**config.mk**
```make
export PLATFORM = sky130hd
export DESIGN_NAME = utf8_to_utf16_decoder_core
export DESIGN_NICKNAME = d
export VERILOG_FILES = /design/src/u8u16_pkg.sv /design/src/u8u16_front.sv /design/src/u8u16_queue.sv /design/src/u8u16_back.sv /design/src/utf8_to_utf16_decoder_core.sv
export SDC_FILE = /design/constraint.sdc
export NUM_CORES = 1
export LEC_CHECK = 0
export BUFFER_PORTS_ARGS = -buffer_cell sky130_fd_sc_hd__buf_2
export CORE_AREA = 2 2 130 132
export DETAILED_ROUTE_END_ITERATION = 16
export DIE_AREA = 0 0 132 134
export SETUP_SLACK_MARGIN = 0.4
export SYNTH_ARGS = -nofsm -noshare
export SYNTH_HDL_FRONTEND = slang
export SYNTH_SLANG_ARGS = --single-unit
export TNS_END_PERCENT = 20
```
**constraint.sdc**
```tcl
create_clock -name clk -period 6.8 [get_ports clk]
set_input_delay 0.34 -clock clk [delete_from_list [all_inputs] [get_ports clk]]
set_output_delay 0.34 -clock clk [all_outputs]
set_load 0.03 [all_outputs]
```
**src/u8u16_pkg.sv**
```systemverilog
package u8u16_pkg;

  localparam int QDEPTH = 4;
  localparam int QPTR_W = $clog2(QDEPTH);
  localparam int QCNT_W = $clog2(QDEPTH + 1);

  localparam int ACC_W = 21;
  localparam int OFF_W = 20;

  localparam logic [5:0] HI_SURR_TAG = 6'b110110;
  localparam logic [5:0] LO_SURR_TAG = 6'b110111;

  typedef enum logic [2:0] {
    ST_OK       = 3'd0,
    ST_BAD_LEAD = 3'd1,
    ST_BAD_CONT = 3'd2,
    ST_TRUNC    = 3'd3,
    ST_OVERLONG = 3'd4,
    ST_RANGE    = 3'd5,
    ST_SURR     = 3'd6
  } status_t;

  // One queued job for the back end: a single unit, a surrogate pair
  // (payload is the value less 0x10000) or an error.
  typedef struct packed {
    logic             is_pair;
    logic [OFF_W-1:0] payload;
    status_t          status;
    logic             fin;
  } q_entry_t;

endpackage

```
**src/u8u16_front.sv**
```systemverilog
module u8u16_front import u8u16_pkg::*; (
  input  logic       clk,
  input  logic       rst_n,
  input  logic       accept,
  input  logic [7:0] data_byte,
  input  logic       final_byte,
  output logic       push,
  output q_entry_t   push_entry
);

  logic [1:0]       pend_r, pend_nxt;
  logic [1:0]       len_r, len_nxt;
  logic [ACC_W-1:0] acc_r, acc_nxt;
  logic             bad_r, bad_nxt;
  logic             drop_r, drop_nxt;

  logic             err;
  status_t          err_st;
  logic             ok_push;
  logic             ok_pair;
  logic [OFF_W-1:0] ok_payload;
  logic             lead_ok;
  logic [1:0]       trail;
  logic [ACC_W-1:0] lead_v;
  logic [ACC_W-1:0] acc_shift;
  logic [ACC_W-1:0] acc_off;
  logic             bad_cont;
  logic [1:0]       pend_dec;

  assign acc_shift = {acc_r[ACC_W-7:0], data_byte[5:0]};
  assign acc_off   = acc_shift - ACC_W'(24'h010000);
  assign bad_cont  = bad_r | (data_byte[7:6] != 2'b10);
  assign pend_dec  = pend_r - 2'd1;

  always_comb begin
    lead_ok = 1'b1;
    trail   = 2'd0;
    lead_v  = '0;
    if (data_byte inside {[8'hC2:8'hDF]}) begin
      trail  = 2'd1;
      lead_v = ACC_W'(data_byte[4:0]);
    end else if (data_byte inside {[8'hE0:8'hEF]}) begin
      trail  = 2'd2;
      lead_v = ACC_W'(data_byte[3:0]);
    end else if (data_byte inside {[8'hF0:8'hF4]}) begin
      trail  = 2'd3;
      lead_v = ACC_W'(data_byte[2:0]);
    end else begin
      lead_ok = 1'b0;
    end
  end

  always_comb begin
    pend_nxt   = pend_r;
    len_nxt    = len_r;
    acc_nxt    = acc_r;
    bad_nxt    = bad_r;
    drop_nxt   = drop_r;
    err        = 1'b0;
    err_st     = ST_OK;
    ok_push    = 1'b0;
    ok_pair    = 1'b0;
    ok_payload = '0;

    if (accept) begin
      if (drop_r) begin
        if (final_byte) begin
          pend_nxt = '0;
          len_nxt  = '0;
          acc_nxt  = '0;
          bad_nxt  = 1'b0;
          drop_nxt = 1'b0;
        end
      end else if (pend_r == 2'd0) begin
        if (!data_byte[7]) begin
          ok_push    = 1'b1;
          ok_payload = OFF_W'(data_byte);
        end else if (!lead_ok) begin
          err    = 1'b1;
          err_st = ST_BAD_LEAD;
        end else if (final_byte) begin
          err    = 1'b1;
          err_st = ST_TRUNC;
        end else begin
          pend_nxt = trail;
          len_nxt  = trail;
          acc_nxt  = lead_v;
          bad_nxt  = 1'b0;
        end
      end else begin
        // continuation word
        if (pend_dec != 2'd0) begin
          if (final_byte) begin
            err    = 1'b1;
            err_st = ST_TRUNC;
          end else begin
            pend_nxt = pend_dec;
            acc_nxt  = acc_shift;
            bad_nxt  = bad_cont;
          end
        end else if (bad_cont) begin
          err    = 1'b1;
          err_st = ST_BAD_CONT;
        end else if ((len_r == 2'd1 && acc_shift < ACC_W'(12'h080)) ||
                     (len_r == 2'd2 && acc_shift < ACC_W'(12'h800)) ||
                     (len_r == 2'd3 && acc_shift < ACC_W'(24'h010000))) begin
          err    = 1'b1;
          err_st = ST_OVERLONG;
        end else if (acc_shift > ACC_W'(24'h10FFFF)) begin
          err    = 1'b1;
          err_st = ST_RANGE;
        end else if (acc_shift >= ACC_W'(16'hD800) &&
                     acc_shift <= ACC_W'(16'hDFFF)) begin
          err    = 1'b1;
          err_st = ST_SURR;
        end else begin
          pend_nxt = '0;
          len_nxt  = '0;
          acc_nxt  = '0;
          bad_nxt  = 1'b0;
          ok_push  = 1'b1;
          if (acc_shift[ACC_W-1:16] != '0) begin
            ok_pair    = 1'b1;
            ok_payload = acc_off[OFF_W-1:0];
          end else begin
            ok_payload = OFF_W'(acc_shift[15:0]);
          end
        end
      end

      if (err) begin
        pend_nxt = '0;
        len_nxt  = '0;
        acc_nxt  = '0;
        bad_nxt  = 1'b0;
        drop_nxt = !final_byte;
      end
    end
  end

  assign push               = err | ok_push;
  assign push_entry.is_pair = ok_pair;
  assign push_entry.payload = err ? '0 : ok_payload;
  assign push_entry.status  = err ? err_st : ST_OK;
  assign push_entry.fin     = final_byte;

  always_ff @(posedge clk) begin
    if (!rst_n) begin
      pend_r <= '0;
      len_r  <= '0;
      acc_r  <= '0;
      bad_r  <= 1'b0;
      drop_r <= 1'b0;
    end else begin
      pend_r <= pend_nxt;
      len_r  <= len_nxt;
      acc_r  <= acc_nxt;
      bad_r  <= bad_nxt;
      drop_r <= drop_nxt;
    end
  end

endmodule

```
**src/u8u16_queue.sv**
```systemverilog
module u8u16_queue import u8u16_pkg::*; (
  input  logic     clk,
  input  logic     rst_n,
  input  logic     push,
  input  q_entry_t push_entry,
  input  logic     pop,
  output logic     full,
  output logic     not_empty,
  output q_entry_t head
);

  q_entry_t          mem_r [QDEPTH];
  logic [QPTR_W-1:0] wr_ptr_r, wr_ptr_nxt;
  logic [QPTR_W-1:0] rd_ptr_r, rd_ptr_nxt;
  logic [QCNT_W-1:0] count_r, count_nxt;
  logic              do_push;
  logic              do_pop;

  assign full      = (count_r == QCNT_W'(QDEPTH));
  assign not_empty = (count_r != '0);
  assign head      = mem_r[rd_ptr_r];
  assign do_push   = push & !full;
  assign do_pop    = pop & not_empty;

  always_comb begin
    wr_ptr_nxt = wr_ptr_r;
    rd_ptr_nxt = rd_ptr_r;
    count_nxt  = count_r;
    if (do_push) begin
      wr_ptr_nxt = (wr_ptr_r == QPTR_W'(QDEPTH - 1)) ? '0 : wr_ptr_r + QPTR_W'(1);
    end
    if (do_pop) begin
      rd_ptr_nxt = (rd_ptr_r == QPTR_W'(QDEPTH - 1)) ? '0 : rd_ptr_r + QPTR_W'(1);
    end
    if (do_push && !do_pop) begin
      count_nxt = count_r + QCNT_W'(1);
    end else if (do_pop && !do_push) begin
      count_nxt = count_r - QCNT_W'(1);
    end
  end

  always_ff @(posedge clk) begin
    if (do_push) begin
      mem_r[wr_ptr_r] <= push_entry;
    end
  end

  always_ff @(posedge clk) begin
    if (!rst_n) begin
      wr_ptr_r <= '0;
      rd_ptr_r <= '0;
      count_r  <= '0;
    end else begin
      wr_ptr_r <= wr_ptr_nxt;
      rd_ptr_r <= rd_ptr_nxt;
      count_r  <= count_nxt;
    end
  end

endmodule

```
**src/u8u16_back.sv**
```systemverilog
module u8u16_back import u8u16_pkg::*; (
  input  logic        clk,
  input  logic        rst_n,
  input  logic        q_valid,
  input  q_entry_t    q_head,
  output logic        pop,
  output logic        out_valid,
  input  logic        out_stall,
  output logic [15:0] out_code_unit,
  output logic [2:0]  out_status,
  output logic        out_run_last,
  output logic        out_string_done
);

  logic        valid_r, valid_nxt;
  logic        second_r, second_nxt;
  logic [15:0] unit_r, unit_nxt;
  logic [2:0]  status_r, status_nxt;
  logic        last_r, last_nxt;
  logic        done_r, done_nxt;
  logic        load;

  assign load = q_valid & (!valid_r | !out_stall);
  assign pop  = load & (!q_head.is_pair | second_r);

  always_comb begin
    valid_nxt  = valid_r & out_stall;
    second_nxt = second_r;
    unit_nxt   = unit_r;
    status_nxt = status_r;
    last_nxt   = last_r;
    done_nxt   = done_r;
    if (load) begin
      valid_nxt  = 1'b1;
      status_nxt = q_head.status;
      if (q_head.is_pair && !second_r) begin
        // high half of the pair; entry stays queued for the low half
        second_nxt = 1'b1;
        unit_nxt   = {HI_SURR_TAG, q_head.payload[OFF_W-1:10]};
        last_nxt   = 1'b0;
        done_nxt   = 1'b0;
      end else if (q_head.is_pair) begin
        second_nxt = 1'b0;
        unit_nxt   = {LO_SURR_TAG, q_head.payload[9:0]};
        last_nxt   = 1'b1;
        done_nxt   = q_head.fin;
      end else begin
        second_nxt = 1'b0;
        unit_nxt   = q_head.payload[15:0];
        last_nxt   = 1'b1;
        done_nxt   = q_head.fin | (q_head.status != ST_OK);
      end
    end
  end

  always_ff @(posedge clk) begin
    if (!rst_n) begin
      valid_r  <= 1'b0;
      second_r <= 1'b0;
    end else begin
      valid_r  <= valid_nxt;
      second_r <= second_nxt;
    end
  end

  always_ff @(posedge clk) begin
    unit_r   <= unit_nxt;
    status_r <= status_nxt;
    last_r   <= last_nxt;
    done_r   <= done_nxt;
  end

  assign out_valid       = valid_r;
  assign out_code_unit   = unit_r;
  assign out_status      = status_r;
  assign out_run_last    = last_r;
  assign out_string_done = done_r;

endmodule

```
**src/utf8_to_utf16_decoder_core.sv**
```systemverilog
// Validating UTF-8 to UTF-16 decoder. One byte word is taken per cycle unless
// in_stall is high; a byte that completes a scalar value gives one UTF-16
// word, or two (high then low surrogate) for values above 0xFFFF, and a
// malformed string gives one error word with a zero code unit, after which
// bytes are dropped up to the final byte. The front end decodes a byte in the
// cycle it is taken and posts a job into a four-entry queue; the back end
// turns a job into output words through an output register, one word per
// cycle unless out_stall is high, so a surrogate pair holds its job until its
// low half is loaded. Sustained input rate is one byte per cycle whatever
// the text when out_stall is low, as a pair needs a four-byte sequence;
// in_stall rises only when the queue is full.
module utf8_to_utf16_decoder_core import u8u16_pkg::*; (
  input  logic        clk,
  input  logic        rst_n,
  input  logic        in_valid,
  output logic        in_stall,
  input  logic [7:0]  in_data_byte,
  input  logic        in_final_byte,
  output logic        out_valid,
  input  logic        out_stall,
  output logic [15:0] out_code_unit,
  output logic [2:0]  out_status,
  output logic        out_run_last,
  output logic        out_string_done
);

  logic     accept;
  logic     push;
  q_entry_t push_entry;
  logic     q_full;
  logic     q_valid;
  q_entry_t q_head;
  logic     pop;

  assign in_stall = q_full;
  assign accept   = in_valid & !q_full;

  u8u16_front u_front (
    .clk        (clk),
    .rst_n      (rst_n),
    .accept     (accept),
    .data_byte  (in_data_byte),
    .final_byte (in_final_byte),
    .push       (push),
    .push_entry (push_entry)
  );

  u8u16_queue u_queue (
    .clk        (clk),
    .rst_n      (rst_n),
    .push       (push),
    .push_entry (push_entry),
    .pop        (pop),
    .full       (q_full),
    .not_empty  (q_valid),
    .head       (q_head)
  );

  u8u16_back u_back (
    .clk             (clk),
    .rst_n           (rst_n),
    .q_valid         (q_valid),
    .q_head          (q_head),
    .pop             (pop),
    .out_valid       (out_valid),
    .out_stall       (out_stall),
    .out_code_unit   (out_code_unit),
    .out_status      (out_status),
    .out_run_last    (out_run_last),
    .out_string_done (out_string_done)
  );

`ifndef SYNTH
  // error words carry no code unit and always close the string
  assert property (@(posedge clk) disable iff (!rst_n)
    out_valid && out_status != ST_OK |->
      out_code_unit == '0 && out_run_last && out_string_done)
    else $error("error word malformed");

  // only the high half of a pair leaves run_last low
  assert property (@(posedge clk) disable iff (!rst_n)
    out_valid && !out_run_last |->
      out_code_unit[15:10] == HI_SURR_TAG && !out_string_done)
    else $error("run_last low on a word that is not a high surrogate");

  // a full queue means the back end is holding a word
  assert property (@(posedge clk) disable iff (!rst_n)
    in_stall |-> out_valid)
    else $error("input stalled with nothing at the output");
`endif

endmodule

```
==> impl_metrics.env <==
export IMPL_mappedNetlistNets=450
export IMPL_power_switching_uw=843
export IMPL_tritoncts="done"
export IMPL_via_count=3734
export IMPL_cts_inserted_buffers=17
export IMPL_drc=0
export IMPL_slew_violations=0
export IMPL_fin_nets=494
export IMPL_tns_ns=0
export IMPL_yosys_area_top_type="edfxtp_1"
export IMPL_hold_viol_final=0
export IMPL_combPwrFrac_pct=25.9
export IMPL_coreArea_um2=16300
export IMPL_synthFlopType="edfxtp_1"
export IMPL_synth_area_leaders="edfxtp_1 57%, dfxtp_1 10%, mux4_2 8.8%"
export IMPL_yosysUniqueCellTypes=59
export IMPL_synth_area_per_cell_um2=14.9
export IMPL_ant_nets=0
export IMPL_root_buffer="clkbuf_16"
export IMPL_viasPerCell=5.29
export IMPL_fp_dieH_um=134
export IMPL_peakVddDrop_mv=0.186
export IMPL_post_cts_buffers=0
export IMPL_io_buffers=35
export IMPL_finalCriticalPeriod_ns=3.13
export IMPL_synth_seq_cells=153
export IMPL_layout_cells_non_filler=706
export IMPL_post_drt_wl_per_cell_um=17.9
export IMPL_worst_slack_ns=3.67
export IMPL_maxCapViolCount=0
export IMPL_die_w_um=132
export IMPL_cts_hold_fix_buffers=0
export IMPL_grt_pass1_vias=3818
export IMPL_drt_pass1_iterations=4
export IMPL_leakagePower_nw=2.56
export IMPL_setup_violations=0
export IMPL_post_cts_resized=0
export IMPL_seq_power_share_pct=41.9
export IMPL_antenna_found_initial=0
export IMPL_grt_max_degree=35
export IMPL_ys_seq_area_share_pct=66.7
export IMPL_ys_warn_count=0
export IMPL_powerDensity_nw_per_um2=394
export IMPL_place_congestion=0.872
export IMPL_final_util_pct=45.8
export IMPL_antenna_cells=0
export IMPL_worst_ep_arrival_time_ns=3.28
export IMPL_cts_max_path_buffers=2
export IMPL_drt_first_iter_violations=270
export IMPL_skew_ns=0.00886
export IMPL_power_frac_clock_pct=32.2
export IMPL_path_clk_slew_ns=0.06
export IMPL_timing_final_crit_share_pct=46.1
export IMPL_synth_edf_count=121
export IMPL_rows=47
export IMPL_die_area_um2=17700
export IMPL_crit_required_ns=6.94
export IMPL_grt_total_usage_pct=15.3
export IMPL_p_int_mw=2.10
export IMPL_tightest_slew_ns=0.933
export IMPL_insertion_delay_ns=0.41
export IMPL_rsz0062_at_grt="false"
export IMPL_flow_area_growth_from_synthesis_pct=16.3
export IMPL_hold_ws_ns=0.211
export IMPL_hpwl_mm=8.35
export IMPL_synth_top_area_share_pct=56.7
export IMPL_status="completed"
export IMPL_async_flop_share_pct=0
export IMPL_pin_count=36
export IMPL_overflow=0
export IMPL_synthesis_area_um2=6410
export IMPL_ctsHtreeMaxLevel=4
export IMPL_min_path_type="input port to register"
export IMPL_path_max_fanout=12
export IMPL_routed_wl_mm=12.6
export IMPL_start_util_pct=39.4
export IMPL_placed_cells=674
export IMPL_syn_inst=429
export IMPL_drive_gt1_share_pct=24.9
export IMPL_cp_end_kind="register"
export IMPL_cts_sinks=153
export IMPL_critPathKind="register to register"
export IMPL_grt_pass1_wl_mm=20.4
export IMPL_crit_path_start_kind="register"
export IMPL_switching_share_pct=28.7
export IMPL_relSlewSlack_pct=37.8
export IMPL_fmax_mhz=319
export IMPL_place_ws_ns=3.58
==> synthesized netlist by cell type, drive strengths merged (2+ instances only) <==
cell,number
xnor2,2
nand3,23
dfxtp,32
ha,7
a21oi,7
or2,5
nor2,14
mux2,12
o2111ai,2
nand2b,2
inv,11
buf,7
nor4,5
or4,3
nand2,37
o21ai,7
nor4b,2
nand4,3
a22oi,3
a31oi,2
a21boi,21
clkbuf,12
nor2b,8
o21a,2
mux4,25
a211oi,4
o211ai,2
edfxtp,121
nor3,8
and3,2
mux2i,2
and2,16
==> worst max-delay path, stage by stage, from the launching register on <==
cell and delay [ns]:
dfxtp_1 0.42, nand3_1 0.11, nor4_2 0.40, mux2_2 0.39, a222oi_1 0.62, nand3_2 0.38, a21boi_0 0.53
==> final cells by class <==
class,instances,area [um^2]
Fill cell,1447,8830
Clock buffer,25,485
Multi-Input combinational cell,246,2020
Inverter,11,41.3
Tap cell,220,275
Timing Repair Buffer,44,243
Clock inverter,7,115
Sequential cell,153,4270
==> sequential cells by signal (all words and copies together), names as in the netlist, named ones only <==
| signal | count |
|---|---|
| u_front.acc_r | 15 |
| u_back.out_run_last | 1 |
| u_front.len_r | 2 |
| u_front.bad_r | 1 |
| u_back.out_valid | 1 |
| u_queue.count_r | 3 |
| u_back.out_code_unit | 16 |
| u_queue.rd_ptr_r | 2 |
| u_front.drop_r | 1 |
| u_front.pend_r | 2 |
| u_back.out_string_done | 1 |
| u_back.out_status | 3 |
| u_queue.wr_ptr_r | 2 |
| u_queue.mem_r | 100 |
| u_back.second_r | 1 |
==> metal layers <==
metal  vias to the layer above  part of all wire (%)  track usage (%)
li1                       1755                     -                -
met1                      1889                    47             20.3
met2                        83                    49             24.9
met3                         7                   3.5             3.97
met4                         0                  0.87             4.83
met5                         -                     0                0
==> placed cells by master, fill, tap and decap left out, types with 3 or more instances in the layout <==
cell type,instances
or2_2,5
clkbuf_1,5
nor3_1,8
mux4_2,25
bufinv_16,3
nand2_1,37
edfxtp_1,121
nand4_1,3
ha_1,7
nor2b_1,8
nor4_1,4
buf_2,35
a22oi_1,3
clkbuf_8,3
a21boi_1,4
inv_1,11
mux2_2,12
nor2_1,14
buf_4,9
a211oi_1,3
o21ai_0,7
dfxtp_1,32
nand3_1,22
and2_1,16
a21oi_1,6
clkbuf_16,17
a21boi_0,17
==> per-stage QoR <==
step	area (um^2)	total power, mW
floorplan	6410	1.82
global placement	6860	2.02
detailed placement	6860	2.03
CTS	7460	2.98
global route	7460	3.09
finish	7460	2.94
==> worst paths after layout <==
| path | start | end | slack [ns] | cells after the start |
|---|---|---|---|---|
| max | u_front.acc_r[4]$_SDFFE_PN0P_ | u_queue.mem_r[3][7]$_DFFE_PP_ | 3.67 | 6 |
| min | out_stall | u_back.out_valid$_SDFF_PN0_ | 0.21 | 3 |
| max reg2reg | u_front.acc_r[4]$_SDFFE_PN0P_ | u_queue.mem_r[3][7]$_DFFE_PP_ | 3.67 | 6 |
| min reg2reg | u_front.bad_r$_SDFFE_PN0P_ | u_front.bad_r$_SDFFE_PN0P_ | 0.47 | 2 |
==> cells by family after synthesis <==
logic type | Yosys count | share of synthesized area [%]
compound gates | 63 | 7.22
buf+inv | 30 | 1.95
fa+ha+maj | 8 | 1.68
mux | 39 | 11.2
xor+xnor | 3 | 0.410
simple gates | 133 | 10.9
flops | 153 | 66.7
==> power groups by stage <==
stage | sequential [mW] | clock [mW] | combinational [mW]
after floorplan | 1.39 | 0 | 0.430
after CTS | 1.23 | 0.966 | 0.782
final | 1.23 | 0.947 | 0.762
after detailed placement | 1.25 | 0 | 0.779
after global placement | 1.25 | 0 | 0.769
after global routing | 1.25 | 1.01 | 0.834
Note: power is estimated with default switching activity, not from simulation.
